### src/design/gjk_pkg.sv
// Package for the 2D simplex closest-point block.
// Holds the widths, the request and response payload types and the inter-stage types.
`timescale 1ns / 1ps

package gjk_pkg;

   // Field widths of the payload.
   localparam int COORD_BITS  = 16;
   localparam int WEIGHT_BITS = 16;

   // Coordinates are taken from their low CW bits.
   localparam int CW = (COORD_BITS < 30) ? COORD_BITS : 30;
   // Width of one coordinate product.
   localparam int PP = 2 * CW + 2;
   // Width of a dot or cross product sum, and of a weight denominator.
   localparam int PW = 2 * CW + 5;
   // Number of products formed for one simplex.
   localparam int NPROD = 20;

   typedef struct packed {
      logic [1:0]                   point_count;
      logic signed [COORD_BITS-1:0] first_x;
      logic signed [COORD_BITS-1:0] first_y;
      logic signed [COORD_BITS-1:0] second_x;
      logic signed [COORD_BITS-1:0] second_y;
      logic signed [COORD_BITS-1:0] third_x;
      logic signed [COORD_BITS-1:0] third_y;
   } req_type;

   typedef struct packed {
      logic [1:0]                   kept_count;
      logic signed [COORD_BITS-1:0] out_first_x;
      logic signed [COORD_BITS-1:0] out_first_y;
      logic signed [COORD_BITS-1:0] out_second_x;
      logic signed [COORD_BITS-1:0] out_second_y;
      logic signed [COORD_BITS-1:0] out_third_x;
      logic signed [COORD_BITS-1:0] out_third_y;
      logic [WEIGHT_BITS-1:0]       weight_first;
      logic [WEIGHT_BITS-1:0]       weight_second;
      logic                         degenerate;
   } rsp_type;

   // Sums of products, with the points, after the product stages.
   typedef struct packed {
      logic                 cnt3;
      logic signed [CW-1:0] x1;
      logic signed [CW-1:0] y1;
      logic signed [CW-1:0] x2;
      logic signed [CW-1:0] y2;
      logic signed [CW-1:0] x3;
      logic signed [CW-1:0] y3;
      logic signed [PW-1:0] d12_1;
      logic signed [PW-1:0] d12_2;
      logic signed [PW-1:0] d13_1;
      logic signed [PW-1:0] d13_2;
      logic signed [PW-1:0] d23_1;
      logic signed [PW-1:0] d23_2;
      logic signed [PW-1:0] n;
      logic signed [PW-1:0] c1;
      logic signed [PW-1:0] c2;
      logic signed [PW-1:0] c3;
   } sums_type;

   // Result fields that ride alongside the weight divider.
   typedef struct packed {
      logic [1:0]           kept_count;
      logic signed [CW-1:0] o1x;
      logic signed [CW-1:0] o1y;
      logic signed [CW-1:0] o2x;
      logic signed [CW-1:0] o2y;
      logic signed [CW-1:0] o3x;
      logic signed [CW-1:0] o3y;
      logic                 degenerate;
   } side_type;

   // Region decision handed to the weight divider.
   typedef struct packed {
      side_type             side;
      logic                 force_max;
      logic                 neg;
      logic signed [PW-1:0] num_a;
      logic signed [PW-1:0] den_a;
      logic signed [PW-1:0] num_b;
      logic signed [PW-1:0] den_b;
   } region_type;

endpackage

### src/design/gjk_region.sv
// Region stage: picks the vertex, edge or interior region and the weight ratios.
// Depends on gjk_pkg.
`timescale 1ns / 1ps

module gjk_region
   import gjk_pkg::*;
(
   input  logic       clock,
   input  logic       reset,
   input  logic       in_valid,
   output logic       in_ready,
   input  sums_type   in_data,
   output logic       out_valid,
   input  logic       out_ready,
   output region_type out_data
);

   logic       v_ff;
   logic       rdy;
   region_type r_in;
   region_type r_ff;

   function automatic logic nonpos_prod(logic signed [PW-1:0] a, logic signed [PW-1:0] b);
      return (a == '0) || (b == '0) || (a[PW-1] != b[PW-1]);
   endfunction

   assign rdy      = !v_ff || out_ready;
   assign in_ready = rdy;

   // Region tests, in the order the solver tries them.
   always_comb begin
      r_in.side.kept_count = 2'd1;
      r_in.side.o1x        = in_data.x1;
      r_in.side.o1y        = in_data.y1;
      r_in.side.o2x        = in_data.x2;
      r_in.side.o2y        = in_data.y2;
      r_in.side.o3x        = in_data.x3;
      r_in.side.o3y        = in_data.y3;
      r_in.side.degenerate = 1'b0;
      r_in.force_max       = 1'b0;
      r_in.neg             = 1'b0;
      r_in.num_a           = '0;
      r_in.den_a           = '0;
      r_in.num_b           = '0;
      r_in.den_b           = '0;
      if (!in_data.cnt3) begin
         // Segment solve.
         if (in_data.d12_2 <= 0) begin
            r_in.force_max = 1'b1;
         end else if (in_data.d12_1 <= 0) begin
            r_in.side.o1x  = in_data.x2;
            r_in.side.o1y  = in_data.y2;
            r_in.force_max = 1'b1;
         end else begin
            r_in.side.kept_count = 2'd2;
            r_in.num_a = in_data.d12_1;
            r_in.den_a = in_data.d12_1 + in_data.d12_2;
         end
      end else begin
         // Triangle solve.
         if (in_data.d12_2 <= 0 && in_data.d13_2 <= 0) begin
            r_in.force_max = 1'b1;
         end else if (in_data.d12_1 > 0 && in_data.d12_2 > 0 &&
                      nonpos_prod(in_data.n, in_data.c3)) begin
            r_in.side.kept_count = 2'd2;
            r_in.num_a = in_data.d12_1;
            r_in.den_a = in_data.d12_1 + in_data.d12_2;
         end else if (in_data.d13_1 > 0 && in_data.d13_2 > 0 &&
                      nonpos_prod(in_data.n, in_data.c2)) begin
            r_in.side.kept_count = 2'd2;
            r_in.side.o2x = in_data.x3;
            r_in.side.o2y = in_data.y3;
            r_in.num_a = in_data.d13_1;
            r_in.den_a = in_data.d13_1 + in_data.d13_2;
         end else if (in_data.d12_1 <= 0 && in_data.d23_2 <= 0) begin
            r_in.side.o1x  = in_data.x2;
            r_in.side.o1y  = in_data.y2;
            r_in.force_max = 1'b1;
         end else if (in_data.d13_1 <= 0 && in_data.d23_1 <= 0) begin
            r_in.side.o1x  = in_data.x3;
            r_in.side.o1y  = in_data.y3;
            r_in.force_max = 1'b1;
         end else if (in_data.d23_1 > 0 && in_data.d23_2 > 0 &&
                      nonpos_prod(in_data.n, in_data.c1)) begin
            r_in.side.kept_count = 2'd2;
            r_in.side.o1x = in_data.x3;
            r_in.side.o1y = in_data.y3;
            r_in.num_a = in_data.d23_2;
            r_in.den_a = in_data.d23_1 + in_data.d23_2;
         end else begin
            // Interior; a zero area leaves both weights at zero.
            r_in.side.kept_count = 2'd3;
            if (in_data.n == '0) begin
               r_in.side.degenerate = 1'b1;
            end else begin
               r_in.neg   = in_data.n[PW-1];
               r_in.num_a = in_data.c1;
               r_in.den_a = in_data.n;
               r_in.num_b = in_data.c2;
               r_in.den_b = in_data.n;
            end
         end
      end
   end

   always_ff @(posedge clock) begin
      if (reset) begin
         v_ff <= 1'b0;
      end else if (rdy) begin
         v_ff <= in_valid;
      end
      if (rdy) begin
         r_ff <= r_in;
      end
   end

   assign out_valid = v_ff;
   assign out_data  = r_ff;

endmodule

### config.mk
export PLATFORM = sky130hd
export DESIGN_NAME = gjk_region
export DESIGN_NICKNAME = d
export VERILOG_FILES = /design/src/design/gjk_pkg.sv /design/src/design/gjk_region.sv
export SDC_FILE = /design/constraint.sdc
export NUM_CORES = 1
export LEC_CHECK = 0
export ABC_AREA = 0
export BUFFER_PORTS_ARGS = -buffer_cell sky130_fd_sc_hd__buf_2
export CORE_AREA = 4 4 280 282
export CTS_BUF_LIST = sky130_fd_sc_hd__clkbuf_8
export DETAILED_ROUTE_END_ITERATION = 10
export DIE_AREA = 0 0 284 286
export REMOVE_ABC_BUFFERS = 1
export SLEW_MARGIN = 5
export SYNTH_ARGS = -nofsm -noshare
export SYNTH_HDL_FRONTEND = slang
export SYNTH_SLANG_ARGS = --single-unit
### constraint.sdc
create_clock -name clock -period 8.46 [get_ports clock]
set_clock_uncertainty 0.2 [all_clocks]
set_input_delay 0.423 -clock clock [delete_from_list [all_inputs] [get_ports clock]]
set_output_delay 0.423 -clock clock [all_outputs]
set_load 0.005 [all_outputs]
==> out/results.tsv, run 1 <==
metric	value	unit
Final min period	6.65	ns
DP Wirelength	85300	um
Via density	5.37	
max-capacitance violation count	0	
GRT overflow	0	
RSZ-0062 raised after global routing	no	
final setup fails	0	
Post-synth ARST share	0	%
final WL	108000	um
worst skew pair latency	0.63	ns
die footprint	0.0812	mm^2
Req. time, crit path	8.78	ns
post-route cell area	0.0262	mm^2
Top cell by count, worst path	buf_4	
initial antenna violation count	55	
Worst-path clk slew	0.06	ns
vias	20700	
Row Count	101	
dpl cells	3515	
TNS Setup	0	ns
Final nets	3403	
share of layout cells above drive strength 1	30.3	%
hold crit path type	in2reg	
pwr dens	157	mW/mm^2
Startpoint Class	primary input	
CTS Root Cell	clkbuf_8	
Slew headroom	20.8	%
vias in the first global route	20200	
Synth area leaders	edfxtp_1 (41%), ha_1 (7.4%), nand2_1 (4.6%)	
critical path's slowest cell	a311oi_4	
Finished Layout Cells	3859	
crit-path max cell delay	1.00	ns
GRT Util Overall	25.2	%
# port buffers	721	
H-tree Lvls	2	
P_leak	12.3	nW
Seq pwr share	37.3	%
Pint	2.71	mW
Sw Share	34.3	%
WP data arrival	6.97	ns
cell class contributing the biggest share of worst-path delay	buffers and inverters	
commonest non-fill, non-tap cells in the layout	buf_2 (721), edfxtp_1 (248), dlygate4sd3_1 (232), nand2_1 (219), o21ai_0 (130)	
clock sinks	249	
pin count of the biggest net entering global routing	116	
Sw Pwr	1.42	mW
clock network power share	31.6	%
drt pass-1 iters	11	
Die Wd	284	um
Max VDD drop	93.7	uV
combinational share of power	31.1	%
Least-Margin Pin Slew	1.19	ns
Pins Over Slew Limit	0	
cts bufs inserted	50	
CP Class	in2reg	
DRC viols	0	
synthesized netlist cell count	1880	
top-area cell type share of the netlist area	41.0	%
Area after DPL	0.0229	mm^2
worst-path maximum fanout	80	
synthesized area	0.0181	mm^2
Ys Warns	0	
Primary FF master, synth	edfxtp_1	
Max Root-Sink Buffers	3	
Routed Antenna Nets	0	
status	finished clean	
Core ar.	0.0757	mm^2
Initial Utilization	24.0	%
crit path buf inv count	7	
CTS tree	yes	
sequential fraction of the synthesis area	41.1	%
worst path cell trace	dlygate4sd3_1 > buf_2 > nor4_1 > nand4_1 > or3_2 > buf_4 > a311oi_4 > buf_4 > and2_4 > buf_4 > a222oi_1 > dlygate4sd3_1 > inv_1	
Synth area leader	edfxtp_1	
IO Pins	722	
Layout fillers	7814	
Post-synth EDFFs	248	
CP Capture Type	register	
synth unique cells	74	
first-pass GRT wire length	149000	um
Die Y-Extent	286	um
Syn Area/Cell	9.65	um^2
Tcrit/Tclk final	78.6	%
Area Growth Syn to Fin	44.5	%
Avg WL per Cell	28.1	um
initial DRC count	2162	
leading cell type in the layout, fill and taps excluded	buf_2	
final-report hold violation count	0	
Max Clk Rate	0.150	GHz
routability-driven placement congestion ratio	0.960	
#FFs+latches synth	249	
-- registers in the layout, summed over array words and instances, names as in the netlist --
register,flops
out_data,248
out_valid,1
-- tightest hold or removal path, stage by stage --
cell and delay [ns]:
buf_2 0.11, mux2i_1 0.08, o22ai_1 0.12
-- layer usage --
metal	share of wire [%]	routed length, um	GRT usage, %	vias to the layer above
met4	5.6	6020	12.4	48
met3	10	10800	7.33	298
met5	0.29	319	0	-
li1	-	-	-	9249
met2	46	49300	41.0	1216
met1	39	41800	30.5	9907
-- cell type report --
| cell class | count | area [um^2] | share of cell area (%) |
|---|---|---|---|
| clock buffers | 53 | 729 | 2.78 |
| repair buffers | 980 | 6150 | 23.4 |
| well taps | 978 | 1220 | 4.67 |
| flip-flops and latches | 249 | 7470 | 28.5 |
| diodes | 20 | 50.0 | 0.191 |
| inverters | 61 | 229 | 0.873 |
| multi-input cells | 1479 | 10100 | 38.6 |
| clock inverters | 39 | 264 | 1.01 |
-- path summary, 6_finish.rpt --
check,depth (start not counted),startpoint,endpoint,slack (ns)
hold reg to reg,1,out_valid,out_data[27],0.75
setup reg to reg,2,out_valid,out_data[47],6.23
hold / removal,3,in_data[444],out_data[225],0.02
setup / recovery,13,in_data[111],out_data[113],1.81
-- timing repair --
item / CTS / global route
hold endpoints to repair: 205 / 0
setup buffers: 0 / 0
hold buffers: 232 / 0
resized for setup: 0 / 0
-- Yosys cell counts, drive strengths merged (61+ instances only) --
master / count
mux2i: 75
and3: 99
ha: 108
nor2: 94
clkbuf: 69
o21ai: 135
nor4: 87
edfxtp: 248
nand2: 220
xnor2: 61
a21oi: 124
inv: 61
-- stage by stage --
step / utilization (%) / hold slack, ns / setup WS [ns] / total power [mW]
after floorplan: - / 0.292 / 1.18 / 2.14
after global placement: 30.2 / 0.377 / 2.00 / 2.72
after detailed placement: 30.2 / 0.381 / 2.18 / 2.73
after CTS: 34.6 / 0.000878 / 1.93 / 4.14
after global routing: 34.6 / 0.0280 / 1.72 / 4.31
final: 34.7 / 0.0219 / 1.81 / 4.13
-- power groups by stage --
stage | sequential (mW) | combinational (mW) | clock (mW)
3_3_place_gp | 1.56 | 1.16 | 0
3_5_place_dp | 1.56 | 1.17 | 0
4_1_cts | 1.54 | 1.27 | 1.34
6_report | 1.54 | 1.28 | 1.30
5_1_grt | 1.55 | 1.37 | 1.39
2_1_floorplan | 1.59 | 0.558 | 0
-- kinds of logic after synthesis --
kind of cell	synth area share, %
DFF	41.1
buffers and inverters	3.35
adders and majority gates	7.78
muxes	5.38
and+or+nand+nor	17.4
AOI/OAI and AO/OA	20.3
xor gates and xnor gates	4.63
No activity file was read; power rests on OpenSTA's default activity.
==> run 2: changes to the inputs <==
==> constraint.sdc (replaced) <==
create_clock -name clock -period 5.5 [get_ports clock]
set_clock_uncertainty 0.2 [all_clocks]
set_input_delay 0.275 -clock clock [delete_from_list [all_inputs] [get_ports clock]]
set_output_delay 0.275 -clock clock [all_outputs]
set_load 0.005 [all_outputs]
==> out/results.tsv, run 2 (synthesis results as in run 1) <==
metric	value	unit
final worst slack	0.366	ns
Die Wd	284	um
Max Root-Sink Buffers	3	
initial DRC count	1982	
Finished Layout Cells	3898	
Least-Margin Pin Slew	1.09	ns
post-CTS sizing	0	
commonest non-fill, non-tap cells in the layout	buf_2 (721), dlygate4sd3_1 (252), edfxtp_1 (248), nand2_1 (219), o21ai_0 (130)	
first-pass GRT wire length	151000	um
cts bufs inserted	50	
Row Count	101	
max-capacitance violation count	0	
Area after DPL	0.0231	mm^2
WP data arrival	5.31	ns
routability-driven placement congestion ratio	1.00	
# port buffers	721	
CTS Root Cell	clkbuf_8	
vias in the first global route	20500	
share of layout cells above drive strength 1	30.2	%
GRT overflow	0	
status	finished clean	
GRT Util Overall	25.5	%
Via density	5.32	
P_leak	12.5	nW
Routed Antenna Nets	0	
Util after Layout	35.0	%
CTS tree	yes	
final setup fails	0	
pin count of the biggest net entering global routing	114	
final-report hold violation count	0	
worst-path maximum fanout	21	
max reg flops	248	
CP Class	in2reg	
RSZ-0062 raised after global routing	no	
Tcrit/Tclk final	93.3	%
IO Pins	722	
Initial Utilization	24.0	%
initial antenna violation count	55	
Slew headroom	26.9	%
Final nets	3442	
final WL	109000	um
H-tree Lvls	2	
post-route cell area	0.0265	mm^2
setup slack, reg-to-reg	3.26	ns
Req. time, crit path	5.68	ns
worst skew pair latency	0.62	ns
pre-CTS WS	0.796	ns
dpl cells	3534	
vias	20700	
CP Capture Type	register	
clock sinks	249	
Die Y-Extent	286	um
leading cell type in the layout, fill and taps excluded	buf_2	
Avg WL per Cell	27.9	um
Startpoint Class	primary input	
Worst-path clk slew	0.05	ns
pwr dens	234	mW/mm^2
DRC viols	0	
hold crit path type	in2reg	
Pins Over Slew Limit	0	
Max Clk Rate	0.195	GHz
drt pass-1 iters	7	
Core ar.	0.0757	mm^2
die footprint	0.0812	mm^2
Area Growth Syn to Fin	46.2	%
Final min period	5.13	ns
Max VDD drop	147	uV
DP Wirelength	87100	um
==> run 2: cell count changes in the layout (fill, tap and decap cells not counted), sizes merged <==
cell,previous run,this run
clkbuf,53,54
bufinv,3,0
clkinv,18,10
buf,748,767
inv,76,87
dlygate4sd3,232,252
clkinvlp,3,2
==> run 2: power by group <==
group	switching (mW)	internal, mW	total (mW)
Clock	0.933	0.902	1.83
Combinational	1.16	0.849	2.01
Sequential	0.0613	2.31	2.37
Total	2.16	4.06	6.22
==> run 2: path summary, 6_finish.rpt <==
| path | start | end | cells after the start |
|---|---|---|---|
| worst max register to register | out_valid | out_data[127] | 2 |
| worst min register to register | out_valid | out_data[35] | 1 |
| worst max-delay path | in_data[138] | out_data[222] | 15 |
| worst min-delay path | in_data[297] | out_data[75] | 3 |
==> run 2: area by class of cell <==
cell class,count,area [um^2]
inverter,61,229
tap,978,1220
timing repair buffer,1019,6540
sequential,249,7470
antenna,20,50.0
multi-input combinational,1479,10100
clock buffer,54,743
clock inverter,38,164
fill,7880,49200
==> run 2: per-layer routing <==
layer  GRT usage (%)  routed length (um)  share of wire (%)  vias to the layer above
met5               0                 360               0.33                        -
met4            10.2                4990                4.6                       58
met3            7.86               10400                9.6                      255
met2            42.6               50500                 46                     1169
met1            30.7               42600                 39                     9942
li1                -                   -                  -                     9317
==> run 2: metrics by stage <==
| stage | hold WS (ns) | power (mW) | TNS (ns) |
|---|---|---|---|
| after global placement | 0.230 | 4.23 | 0 |
| after global routing | 0.0516 | 6.50 | 0 |
| after detailed placement | 0.233 | 4.22 | 0 |
| final | 0.0490 | 6.22 | 0 |
| after floorplan | 0.144 | 3.30 | -407.99 |
| after CTS | 0.0141 | 6.25 | 0 |
==> run 2: what timing repair did <==
item,in CTS,in global routing
hold endpoints to repair,229,0
buffers inserted,0,0
hold buffers,252,0
==> run 2: worst max-delay path, stage by stage <==
cell and delay [ns]:
dlygate4sd3_1 0.53, buf_2 0.16, nor4_1 0.40, buf_4 0.22
nand4_1 0.31, or3_2 0.83, buf_4 0.34, a311o_2 0.58
nand2_1 0.16, buf_4 0.36, mux2i_1 0.25, a21oi_1 0.09
nor2_1 0.12, o22ai_1 0.09, dlygate4sd3_1 0.58
